==> config.mk <==
export PLATFORM = sky130hd
export DESIGN_NAME = pulse_width_radio_frame_tx_top
export DESIGN_NICKNAME = d
export VERILOG_FILES = /design/src/rtl/core/pwrft_pkg.sv /design/src/rtl/core/pulse_width_radio_frame_tx_top.sv
export VERILOG_INCLUDE_DIRS = /design/src /design/src/rtl/core
export SDC_FILE = /design/constraint.sdc
export NUM_CORES = 1
export LEC_CHECK = 0
export ABC_AREA = 1
export BUFFER_PORTS_ARGS = -buffer_cell sky130_fd_sc_hd__buf_2
export CAP_MARGIN = 40
export CORE_AREA = 10 10 261 263
export CTS_CLUSTER_DIAMETER = 40
export DETAILED_ROUTE_END_ITERATION = 12
export DIE_AREA = 0 0 271 273
export PLACE_DENSITY = 0.77
export SLEW_MARGIN = 40
export SYNTH_ARGS = -nofsm -noshare
export SYNTH_HDL_FRONTEND = slang
export SYNTH_SLANG_ARGS = --single-unit
==> constraint.sdc <==
create_clock -name clk -period 7.8 [get_ports clk]
set_input_delay 0.39 -clock clk [delete_from_list [all_inputs] [get_ports clk]]
set_output_delay 0.39 -clock clk [all_outputs]
set_load 0.05 [all_outputs]
==> src/rtl/core/pulse_width_radio_frame_tx_top_assert.svh <==
// Assertion macros for the pulse-width frame transmitter.
// Both sample on the rising edge of clk and are off while rst is high.
`ifndef PULSE_WIDTH_RADIO_FRAME_TX_TOP_ASSERT_SVH
`define PULSE_WIDTH_RADIO_FRAME_TX_TOP_ASSERT_SVH

// Same-cycle implication.
`define PWRFT_ASSERT_SAME(label, ante, cons, msg) \
  label: assert property (@(posedge clk) disable iff (rst) (ante) |-> (cons)) \
    else $error(msg);

// Next-cycle implication.
`define PWRFT_ASSERT_NEXT(label, ante, cons, msg) \
  label: assert property (@(posedge clk) disable iff (rst) (ante) |=> (cons)) \
    else $error(msg);

`endif

==> src/rtl/core/pwrft_pkg.sv <==
`default_nettype none

package pwrft_pkg;

  localparam int unsigned MAX_WORDS = 64;
  localparam int unsigned WORD_BITS = 10;

  localparam logic [10:0] LEAD_IN_TICKS = 11'd250;
  localparam logic [10:0] STOP_TICKS    = 11'd18;
  localparam logic [4:0]  PREAMBLE_BITS = 5'd7;
  localparam logic [4:0]  BITS_PER_WORD = 5'd10;
  localparam logic [9:0]  LEAD_OUT_FALL = 10'd9;
  localparam logic [6:0]  MAX_COUNT     = 7'd64;

  localparam logic [9:0] RST_LEAD_IN_FALL   = 10'd125;
  localparam logic [9:0] RST_PREAMBLE_WIDTH = 10'd18;
  localparam logic [9:0] RST_PREAMBLE_FALL  = 10'd9;
  localparam logic [9:0] RST_STOP_FALL      = 10'd9;
  localparam logic [9:0] RST_BIT_WIDTH      = 10'd18;
  localparam logic [9:0] RST_BIT_SHORT_FALL = 10'd6;
  localparam logic [9:0] RST_BIT_LONG_FALL  = 10'd12;
  localparam logic [9:0] RST_LEAD_OUT_WIDTH = 10'd54;

  typedef enum logic [4:0] {
    PH_LEAD_IN  = 5'b00001,
    PH_PREAMBLE = 5'b00010,
    PH_STOP     = 5'b00100,
    PH_DATA     = 5'b01000,
    PH_LEAD_OUT = 5'b10000
  } phase_t;

  typedef enum logic [1:0] {
    CMD_LOAD  = 2'd0,
    CMD_START = 2'd1,
    CMD_TICK  = 2'd2
  } cmd_t;

  typedef enum logic [2:0] {
    REG_LEAD_IN_FALL   = 3'd0,
    REG_PREAMBLE_WIDTH = 3'd1,
    REG_PREAMBLE_FALL  = 3'd2,
    REG_STOP_FALL      = 3'd3,
    REG_BIT_WIDTH      = 3'd4,
    REG_BIT_SHORT_FALL = 3'd5,
    REG_BIT_LONG_FALL  = 3'd6,
    REG_LEAD_OUT_WIDTH = 3'd7
  } reg_idx_t;

endpackage

`default_nettype wire

==> src/rtl/core/pulse_width_radio_frame_tx_top.sv <==
// Latency: a result is valid in the cycle after its input transaction is accepted.
// Throughput: one item per cycle while item_stall is low; the frame state advances in
// one registered step per item, and the word store read is registered in the background.
// Reset (rst, synchronous): idle, counters zero, internal level low, registers at defaults.
// The word store has no reset and needs no clearing pass; slots are loaded by CMD_LOAD items.
`default_nettype none

module pulse_width_radio_frame_tx_top (
  input  wire logic       clk,
  input  wire logic       rst,
  input  wire logic       item_valid,
  output logic            item_stall,
  input  wire logic [1:0] command,
  input  wire logic [5:0] word_index,
  input  wire logic [9:0] word_value,
  input  wire logic [6:0] word_count,
  output logic            res_valid,
  input  wire logic       res_stall,
  output logic            line_level,
  output logic            message_done,
  output logic            busy_res,
  input  wire logic       cfg_we,
  input  wire logic [2:0] cfg_index,
  input  wire logic [9:0] cfg_data
);

  logic [9:0] lead_in_fall, preamble_width, preamble_fall, stop_fall;
  logic [9:0] bit_width, bit_short_fall, bit_long_fall, lead_out_width;

  pwrft_pkg::phase_t phase, phase_next;
  logic [9:0] tick_count, tick_next;
  logic [3:0] bit_count, bit_next;
  logic [5:0] word_pos, pos_next;
  logic [6:0] message_len, len_next;
  logic [9:0] current_word, cw_next;
  logic       sending, sending_next;
  logic       level, level_next;
  logic       done_next;

  logic [9:0] word_store [pwrft_pkg::MAX_WORDS];
  logic [9:0] rd_word;

  logic        accept;
  logic [10:0] tick_inc;
  logic [4:0]  bit_inc;
  logic [6:0]  pos_inc;
  logic        one_bit;
  logic [6:0]  count_sat;

  assign item_stall = res_valid & res_stall;
  assign accept     = item_valid & ~item_stall;

  // Config registers
  always_ff @(posedge clk) begin
    if (rst) begin
      lead_in_fall   <= pwrft_pkg::RST_LEAD_IN_FALL;
      preamble_width <= pwrft_pkg::RST_PREAMBLE_WIDTH;
      preamble_fall  <= pwrft_pkg::RST_PREAMBLE_FALL;
      stop_fall      <= pwrft_pkg::RST_STOP_FALL;
      bit_width      <= pwrft_pkg::RST_BIT_WIDTH;
      bit_short_fall <= pwrft_pkg::RST_BIT_SHORT_FALL;
      bit_long_fall  <= pwrft_pkg::RST_BIT_LONG_FALL;
      lead_out_width <= pwrft_pkg::RST_LEAD_OUT_WIDTH;
    end else if (cfg_we) begin
      unique case (cfg_index)
        pwrft_pkg::REG_LEAD_IN_FALL:   lead_in_fall   <= cfg_data;
        pwrft_pkg::REG_PREAMBLE_WIDTH: preamble_width <= cfg_data;
        pwrft_pkg::REG_PREAMBLE_FALL:  preamble_fall  <= cfg_data;
        pwrft_pkg::REG_STOP_FALL:      stop_fall      <= cfg_data;
        pwrft_pkg::REG_BIT_WIDTH:      bit_width      <= cfg_data;
        pwrft_pkg::REG_BIT_SHORT_FALL: bit_short_fall <= cfg_data;
        pwrft_pkg::REG_BIT_LONG_FALL:  bit_long_fall  <= cfg_data;
        pwrft_pkg::REG_LEAD_OUT_WIDTH: lead_out_width <= cfg_data;
        default: ;
      endcase
    end
  end

  // Word store: loads only while idle; the read tracks word_pos every cycle,
  // which settles long before a stop pulse ends.
  always_ff @(posedge clk) begin
    if (accept && command == pwrft_pkg::CMD_LOAD && !sending) begin
      word_store[word_index] <= word_value;
    end
    rd_word <= word_store[word_pos];
  end

  always_comb begin
    phase_next   = phase;
    tick_next    = tick_count;
    bit_next     = bit_count;
    pos_next     = word_pos;
    len_next     = message_len;
    cw_next      = current_word;
    sending_next = sending;
    level_next   = level;
    done_next    = 1'b0;

    tick_inc = {1'b0, tick_count} + 11'd1;
    bit_inc  = {1'b0, bit_count} + 5'd1;
    pos_inc  = {1'b0, word_pos} + 7'd1;
    one_bit  = ({1'b0, bit_count} < pwrft_pkg::BITS_PER_WORD) ? current_word[bit_count]
                                                               : 1'b0;

    if (word_count == 7'd0) begin
      count_sat = 7'd1;
    end else if (word_count > pwrft_pkg::MAX_COUNT) begin
      count_sat = pwrft_pkg::MAX_COUNT;
    end else begin
      count_sat = word_count;
    end

    if (accept) begin
      case (command)
        pwrft_pkg::CMD_START: begin
          if (!sending) begin
            len_next     = count_sat;
            phase_next   = pwrft_pkg::PH_LEAD_IN;
            tick_next    = '0;
            bit_next     = '0;
            pos_next     = '0;
            sending_next = 1'b1;
          end
        end
        pwrft_pkg::CMD_TICK: begin
          if (sending) begin
            unique case (phase)
              pwrft_pkg::PH_LEAD_IN: begin
                level_next = tick_count < lead_in_fall;
                if (tick_inc >= pwrft_pkg::LEAD_IN_TICKS) begin
                  tick_next  = '0;
                  phase_next = pwrft_pkg::PH_PREAMBLE;
                end else begin
                  tick_next = tick_inc[9:0];
                end
              end
              pwrft_pkg::PH_PREAMBLE: begin
                level_next = tick_count < preamble_fall;
                if (tick_inc >= {1'b0, preamble_width}) begin
                  tick_next = '0;
                  if (bit_inc >= pwrft_pkg::PREAMBLE_BITS) begin
                    bit_next   = '0;
                    phase_next = pwrft_pkg::PH_STOP;
                  end else begin
                    bit_next = bit_inc[3:0];
                  end
                end else begin
                  tick_next = tick_inc[9:0];
                end
              end
              pwrft_pkg::PH_STOP: begin
                level_next = tick_count < stop_fall;
                if (tick_inc >= pwrft_pkg::STOP_TICKS) begin
                  tick_next  = '0;
                  phase_next = pwrft_pkg::PH_DATA;
                  cw_next    = rd_word;
                end else begin
                  tick_next = tick_inc[9:0];
                end
              end
              pwrft_pkg::PH_DATA: begin
                // zero bit: long pulse, one bit: short pulse
                level_next = (tick_count < bit_short_fall) ||
                             ((tick_count < bit_long_fall) && !one_bit);
                if (tick_inc >= {1'b0, bit_width}) begin
                  tick_next = '0;
                  if (bit_inc >= pwrft_pkg::BITS_PER_WORD) begin
                    bit_next = '0;
                    if (pos_inc >= message_len) begin
                      pos_next   = '0;
                      phase_next = pwrft_pkg::PH_LEAD_OUT;
                    end else begin
                      pos_next   = pos_inc[5:0];
                      phase_next = pwrft_pkg::PH_STOP;
                    end
                  end else begin
                    bit_next = bit_inc[3:0];
                  end
                end else begin
                  tick_next = tick_inc[9:0];
                end
              end
              pwrft_pkg::PH_LEAD_OUT: begin
                level_next = tick_count < pwrft_pkg::LEAD_OUT_FALL;
                if (tick_inc >= {1'b0, lead_out_width}) begin
                  phase_next   = pwrft_pkg::PH_LEAD_IN;
                  tick_next    = '0;
                  bit_next     = '0;
                  pos_next     = '0;
                  sending_next = 1'b0;
                  level_next   = 1'b0;
                  done_next    = 1'b1;
                end else begin
                  tick_next = tick_inc[9:0];
                end
              end
              default: ;
            endcase
          end
        end
        default: ;
      endcase
    end
  end

  always_ff @(posedge clk) begin
    if (rst) begin
      phase        <= pwrft_pkg::PH_LEAD_IN;
      tick_count   <= '0;
      bit_count    <= '0;
      word_pos     <= '0;
      message_len  <= '0;
      current_word <= '0;
      sending      <= 1'b0;
      level        <= 1'b0;
      res_valid    <= 1'b0;
    end else begin
      phase        <= phase_next;
      tick_count   <= tick_next;
      bit_count    <= bit_next;
      word_pos     <= pos_next;
      message_len  <= len_next;
      current_word <= cw_next;
      sending      <= sending_next;
      level        <= level_next;
      res_valid    <= accept | (res_valid & res_stall);
    end
  end

  // Result register, loaded on every accepted transaction
  always_ff @(posedge clk) begin
    if (accept) begin
      line_level   <= level_next;
      message_done <= done_next;
      busy_res     <= sending_next;
    end
  end

`include "pulse_width_radio_frame_tx_top_assert.svh"

  `PWRFT_ASSERT_NEXT(a_result_follows, accept, res_valid, "no result after accepted item")
  `PWRFT_ASSERT_SAME(a_done_idle, res_valid && message_done, !busy_res && !line_level,
                     "done reported while busy or line high")
  `PWRFT_ASSERT_SAME(a_idle_cleared, !sending,
                     phase == pwrft_pkg::PH_LEAD_IN && tick_count == '0 && word_pos == '0,
                     "idle with frame counters not cleared")
  `PWRFT_ASSERT_SAME(a_bit_range, sending && phase == pwrft_pkg::PH_DATA,
                     {1'b0, bit_count} < pwrft_pkg::BITS_PER_WORD,
                     "data bit index out of range")

endmodule

`default_nettype wire
Word-level counts from Yosys, hierarchy flattened --
Memory sizes are Yosys's and may differ from the RTL's. A register that Yosys moved wholly into a read port is not among the register bits. Index checks and enable logic that the tools add are counted.
Operators by class: reductions and logical operators 25, div/mod/pow operators 0, mux-type cells 56, multiply operators 0, magnitude comparators 17, add/sub/neg operators 3, equality and inequality tests 26, bitwise logic cells 5, shifts and indexed selects 0
Operators by type and width (number):
- 2-to-1 mux 10 bit | 7
- less-than comparator 10 bit | 5
- 2-to-1 mux 5 bit | 10
- one-hot mux 10 bit (5 select lines) | 1
- 2-to-1 mux 6 bit | 6
- >= comparator 11 x 10 -> 1 bit | 3
- 2-to-1 mux 4 bit | 7
- one-hot mux 5 bit (5 select lines) | 1
- one-hot mux 6 bit (2 select lines) | 2
- inequality test 3 bit (second input constant) | 7
- one-hot mux 10 bit (2 select lines) | 1
- AND reduction 2 bit | 8
- AND reduction 8 bit | 2
- 2-to-1 mux 7 bit | 2
- 2-to-1 mux 1 bit | 13
- == test 3 bit (second input constant) | 4
- one-hot mux 4 bit (3 select lines) | 1
- AND reduction 12 bit | 1
- adder 10 x 1 -> 11 bit (second input constant) | 1
- >= comparator 11 x 5 -> 1 bit (second input constant) | 1
- >= comparator 11 x 8 -> 1 bit (second input constant) | 1
- less-than comparator 10 x 4 -> 1 bit (second input constant) | 1
- one-hot mux 5 bit (2 select lines) | 1
- AND reduction 5 bit | 2
- other kinds (36) | 44
Storage, ports and cells: latch bits 0, memories kept 1, memory bits (writable) 640, bits of input ports 43, bits in read-only memories 0, bits in registers 128
Memories:
- word_store | depth 64, width 10, rd ports 1, clocked after memory_dff 1, write ports 1, line pulse_width_radio_frame_tx_top.sv:40 | logic [9:0] word_store [pwrft_pkg::MAX_WORDS];

Depth between registers and ports, before layout --
depth in word-level cells 10, mapped depth 22, gate-level depth less buffers 22

Least setup slack after synthesis --
OpenSTA, ideal clock, no wires.
path type register to register, start register tick_count[1], end register bit_count[0], cell stages (with the launch flop) 19, required time 7.685 ns, arrival 2.459 ns, period minus slack after synthesis 2.574 ns, path slack 5.226 ns, setup time 0.115 ns, cells stage by stage dfxtp_1 ha_1 nand3_1 inv_1 nand2_1 nand2_1 nand2_1 inv_1 ha_1 nand2_1 inv_1 a22o_1 nor3_2 nand3_2 nor2_2 nor2_2 buf_6 a21oi_1 nor2_1
On the way: word-level cells in the longest chain between the ends 4, elaborated cells on any way between the ends 8, classes of those cells add/sub (1); order compare (3); eq/ne (3); reduce/logical (1)
RTL lines:
- from (decl) | line pulse_width_radio_frame_tx_top.sv:31 | logic [9:0] tick_count, tick_next;
- from (signal assigned) | line pulse_width_radio_frame_tx_top.sv:219 | tick_count <= tick_next;
- adder 10 x 1 -> 11 bit (*) | line pulse_width_radio_frame_tx_top.sv:99 | tick_inc = {1'b0, tick_count} + 11'd1;
- >= comparator 11 x 10 -> 1 bit (on tied branches) | line pulse_width_radio_frame_tx_top.sv:185, pulse_width_radio_frame_tx_top.sv:139, pulse_width_radio_frame_tx_top.sv:165
- inequality test 3 bit (no source line)
- AND reduction 8 bit (no source line) (*)
- to (signal assigned) | line pulse_width_radio_frame_tx_top.sv:220 | bit_count <= bit_next;
- to (decl) | line pulse_width_radio_frame_tx_top.sv:32 | logic [3:0] bit_count, bit_next;
Mark *: on every way between the ends. The rest lies on a longest branch, timed or not. A chain may end at the register's enable or synchronous reset.

Worst setup path after layout --
start register word_pos[3], end register phase[2]
On the way: word-level cells in the longest chain between the ends 8
RTL lines:
- from (decl) | line pulse_width_radio_frame_tx_top.sv:33 | logic [5:0] word_pos, pos_next;
- from (signal assigned) | line pulse_width_radio_frame_tx_top.sv:221 | word_pos <= pos_next;
- adder 6 x 1 -> 7 bit | line pulse_width_radio_frame_tx_top.sv:101 | pos_inc = {1'b0, word_pos} + 7'd1;
- >= comparator 7 bit | line pulse_width_radio_frame_tx_top.sv:169 | if (pos_inc >= message_len) begin
- 2-to-1 mux 5 bit | line pulse_width_radio_frame_tx_top.sv:169
- 2-to-1 mux 5 bit | line pulse_width_radio_frame_tx_top.sv:167 | if (bit_inc >= pwrft_pkg::BITS_PER_WORD) begin
- 2-to-1 mux 5 bit | line pulse_width_radio_frame_tx_top.sv:165 | if (tick_inc >= {1'b0, bit_width}) begin
- one-hot mux 5 bit (5 select lines) | line pulse_width_radio_frame_tx_top.sv:127 | unique case (phase)
- 2-to-1 mux 5 bit | line pulse_width_radio_frame_tx_top.sv:126 | if (sending) begin
- one-hot mux 5 bit (2 select lines) | line pulse_width_radio_frame_tx_top.sv:114 | case (command)
- to (signal assigned) | line pulse_width_radio_frame_tx_top.sv:208 | phase <= pwrft_pkg::PH_LEAD_IN;
- to (signal assigned) | line pulse_width_radio_frame_tx_top.sv:218 | phase <= phase_next;
- to (decl) | line pulse_width_radio_frame_tx_top.sv:30 | pwrft_pkg::phase_t phase, phase_next;
No other way between the ends. The select of a mux whose other input is x is not followed.

==> results.yml <==
outcome:
  outcome: "completed"
clocking:
  clk_pin_slew_worst_paths_ns: 0.06
  clockRootBuffer: "clkbuf_16"
  cts.path.max_buffers: 3
  htreeDepth: 3
  clk-insertion-delay-late_ns: 0.66
  cts.sinks: 778
  cts_tree: "done"
  cts_buffers: 102
  ctsResizeCount: 0
final_layout:
  syn2layout_area_growth_pct: 13.6
  fin_area_mm2: 0.0376
  final_cell_mix: "edfxtp_1, nor2_1, o21ai_0, nand2_1, inv_1"
  layout_commonest_cell: "edfxtp_1"
  postLayoutCoreUtil_pct: 59.9
  drive_above_1_share_pct: 11.3
  final_cells: 3810
  diodes: 0
  num-nets-final: 3014
setup_path:
  worstSetupEndpointType: "register"
  crit_fanout: 44
  reg2regPathDepth: 14
  cp.required_ns: 8.39
  critPathKind: "reg2reg"
  r2r_slack_ns: 4.33
  crit_path_start_kind: "register"
  critPathArrivalTime_ns: 4.05
power:
  p_switching_mw: 2.43
  clock_power_share_pct: 46.5
  intPower_mw: 7.45
  vdd_ir_drop_max_mv: 0.222
  power_frac_comb_pct: 7.0
  p_total_mw: 9.87
  switching_share_pct: 24.6
  p_leak_nw: 13.0
  seqPwrFrac_pct: 46.5
  powerDensity_mw_per_mm2: 263
timing:
  hold_ws_ns: 0.0364
  final_max_slew_viol_count: 0
  max_freq_mhz: 289
  worst_pin_slew_ns: 0.862
  period_minus_slack_ns: 3.47
  setup_viol: 0
  fin_tns_setup_ns: 0
  relSlewSlack_pct: 42.4
  finClkSkew_ns: 0.0263
  rsz0062_at_grt: "no"
  fin_ws_ns: 4.33
  finalHoldViolCount: 0
  post-route-period-util_pct: 44.4
logic_synthesis:
  yosysUniqueCellTypes: 43
  yosysWarnings: 0
  synth_nets: 2992
  ys.flop_type: "edfxtp_1"
  synth_edf_count: 643
  synth_seq_cells: 778
  syn_avg_cell_area_um2: 11.6
  synth_area_mm2: 0.0331
  ys_async_sr_fraction_pct: 0
  synth_cells: 2859
  seq_area_frac_synth_pct: 66.5
global_routing:
  grt_pass1_vias: 23100
  grt_pass1_wl_um: 132000
  grt_max_degree: 146
  overflow: 0
  antenna_found_initial: 0
  grt_usage_pct: 22.6
floorplan:
  floorplan.die_area_mm2: 0.0740
  ios: 48
  die_y_um: 273
  rows: 92
  die_w_um: 271
  initial_core_util_pct: 52.8
  core_area_mm2: 0.0627
placed_design:
  place_ws_ns: 4.38
  gp_congestion: 0.866
  place_inst: 3618
  dp_hpwl_um: 49400
  port_buffers: 47
  post_dp_cell_area_mm2: 0.0341
worst_hold_path:
  worstHoldPathCells: 3
  hold_class: "in2reg"
routing:
  vias_per_cell: 6.11
  drt_wl_total_um: 85600
  drc_errors: 0
  detail-route-antenna-nets: 0
  vias: 23300
  wire_per_inst_um: 22.5
  first_pass_iters: 6
  dr.first_iter.drc_count: 2565
flow_run:
  maxCapViolations: 0
==> final timing paths <==
kind                                               startpoint                             to
worst max-delay path                 word_pos[3]$_SDFFE_PP0P_          phase[2]$_SDFFE_PP0P_
worst min register to register  preamble_fall[6]$_SDFFE_PP0P_  preamble_fall[6]$_SDFFE_PP0P_
worst min-delay path                            word_count[4]    message_len[4]$_SDFFE_PP0P_
worst max register to register       word_pos[3]$_SDFFE_PP0P_          phase[2]$_SDFFE_PP0P_
==> critical path, cell delays in order, from the launching register on <==
cell and delay, ns:
dfxtp_1 0.30, buf_4 0.50, clkinv_1 0.65, nor3_1 0.37
xor2_1 0.29, ha_1 0.30, nand2_1 0.08, o21ai_0 0.10
a21oi_1 0.12, nand2_1 0.10, inv_1 0.16, nand2_1 0.09
a21oi_1 0.14, nor2_1 0.07, nor2_1 0.11
==> layer usage <==
metal | share of wire [%] | up-vias | global-route usage [%]
met2 | 49 | 1216 | 38.1
met1 | 38 | 11300 | 28.2
li1 | - | 10500 | -
met5 | 0 | - | 0
met4 | 4.3 | 0 | 10.5
met3 | 8.6 | 237 | 4.11
==> area by class of cell <==
cell class	instances	area, µm²
fillers	4741	25100
flip-flops and latches	778	22000
multi-input cells	1733	9900
clock buffers	114	2600
well taps	846	1060
clock inverters	73	776
inverters	190	722
repair buffers	76	522
==> power by group through the flow <==
| stage | clock, mW | combinational [mW] | sequential [mW] |
|---|---|---|---|
| after global routing | 4.79 | 0.752 | 4.59 |
| after detailed placement | 0 | 0.671 | 4.68 |
| after global placement | 0 | 0.647 | 4.68 |
| final | 4.59 | 0.689 | 4.59 |
| after CTS | 4.62 | 0.677 | 4.59 |
| after floorplan | 0 | 0.433 | 4.64 |
==> what timing repair did <==
item | 4_1_cts | 5_1_grt
hold buffers | 4 | 0
endpoints found under the hold margin | 4 | 0
buffers inserted | 0 | 0
==> cell families after synthesis <==
| kind of cell | Yosys count | share of synthesized area, % |
|---|---|---|
| and+or+nand+nor | 838 | 10.4 |
| adders and majority gates | 90 | 3.40 |
| buffers and inverters | 348 | 4.10 |
| muxes | 80 | 2.42 |
| DFF | 778 | 66.5 |
| AOI/OAI and AO/OA | 720 | 13.0 |
| xor gates and xnor gates | 5 | 0.132 |
==> cell usage after synthesis (3+ instances only) <==
cell type,number,share of area [%]
nand3_1,128,1.9
nand2_1,227,2.6
dfxtp_1,135,8.2
nand4_1,21,0.40
clkinv_1,3,0.034
nor2_2,6,0.11
o21a_1,3,0.068
o221ai_1,80,2.1
nand3_2,3,0.091
ha_1,90,3.4
inv_1,180,2.0
buf_2,30,0.45
o22ai_1,81,1.5
nor2_1,431,4.9
edfxtp_1,643,58
mux2i_1,80,2.4
o21ai_0,327,4.9
clkbuf_1,117,1.3
xor2_1,5,0.13
a21oi_1,110,1.7
o21ai_1,3,0.045
a211oi_1,3,0.068
a21boi_0,4,0.091
inv_2,7,0.079
a22oi_1,4,0.091
buf_1,8,0.091
nand2_2,5,0.095
o211ai_1,100,2.3
nor3_1,6,0.091
==> flip-flops by register name, indices dropped and copies added, names as in the netlist <==
signal	count
message_len	7
rd_word	10
lead_in_fall	10
stop_fall	10
preamble_fall	10
bit_long_fall	10
phase	5
bit_count	4
sending	1
lead_out_width	10
bit_width	10
level	1
busy_res	1
line_level	1
preamble_width	10
tick_count	10
message_done	1
word_store	640
res_valid	1
word_pos	6
bit_short_fall	10
current_word	10
No activity file was read; power rests on OpenSTA's default activity.
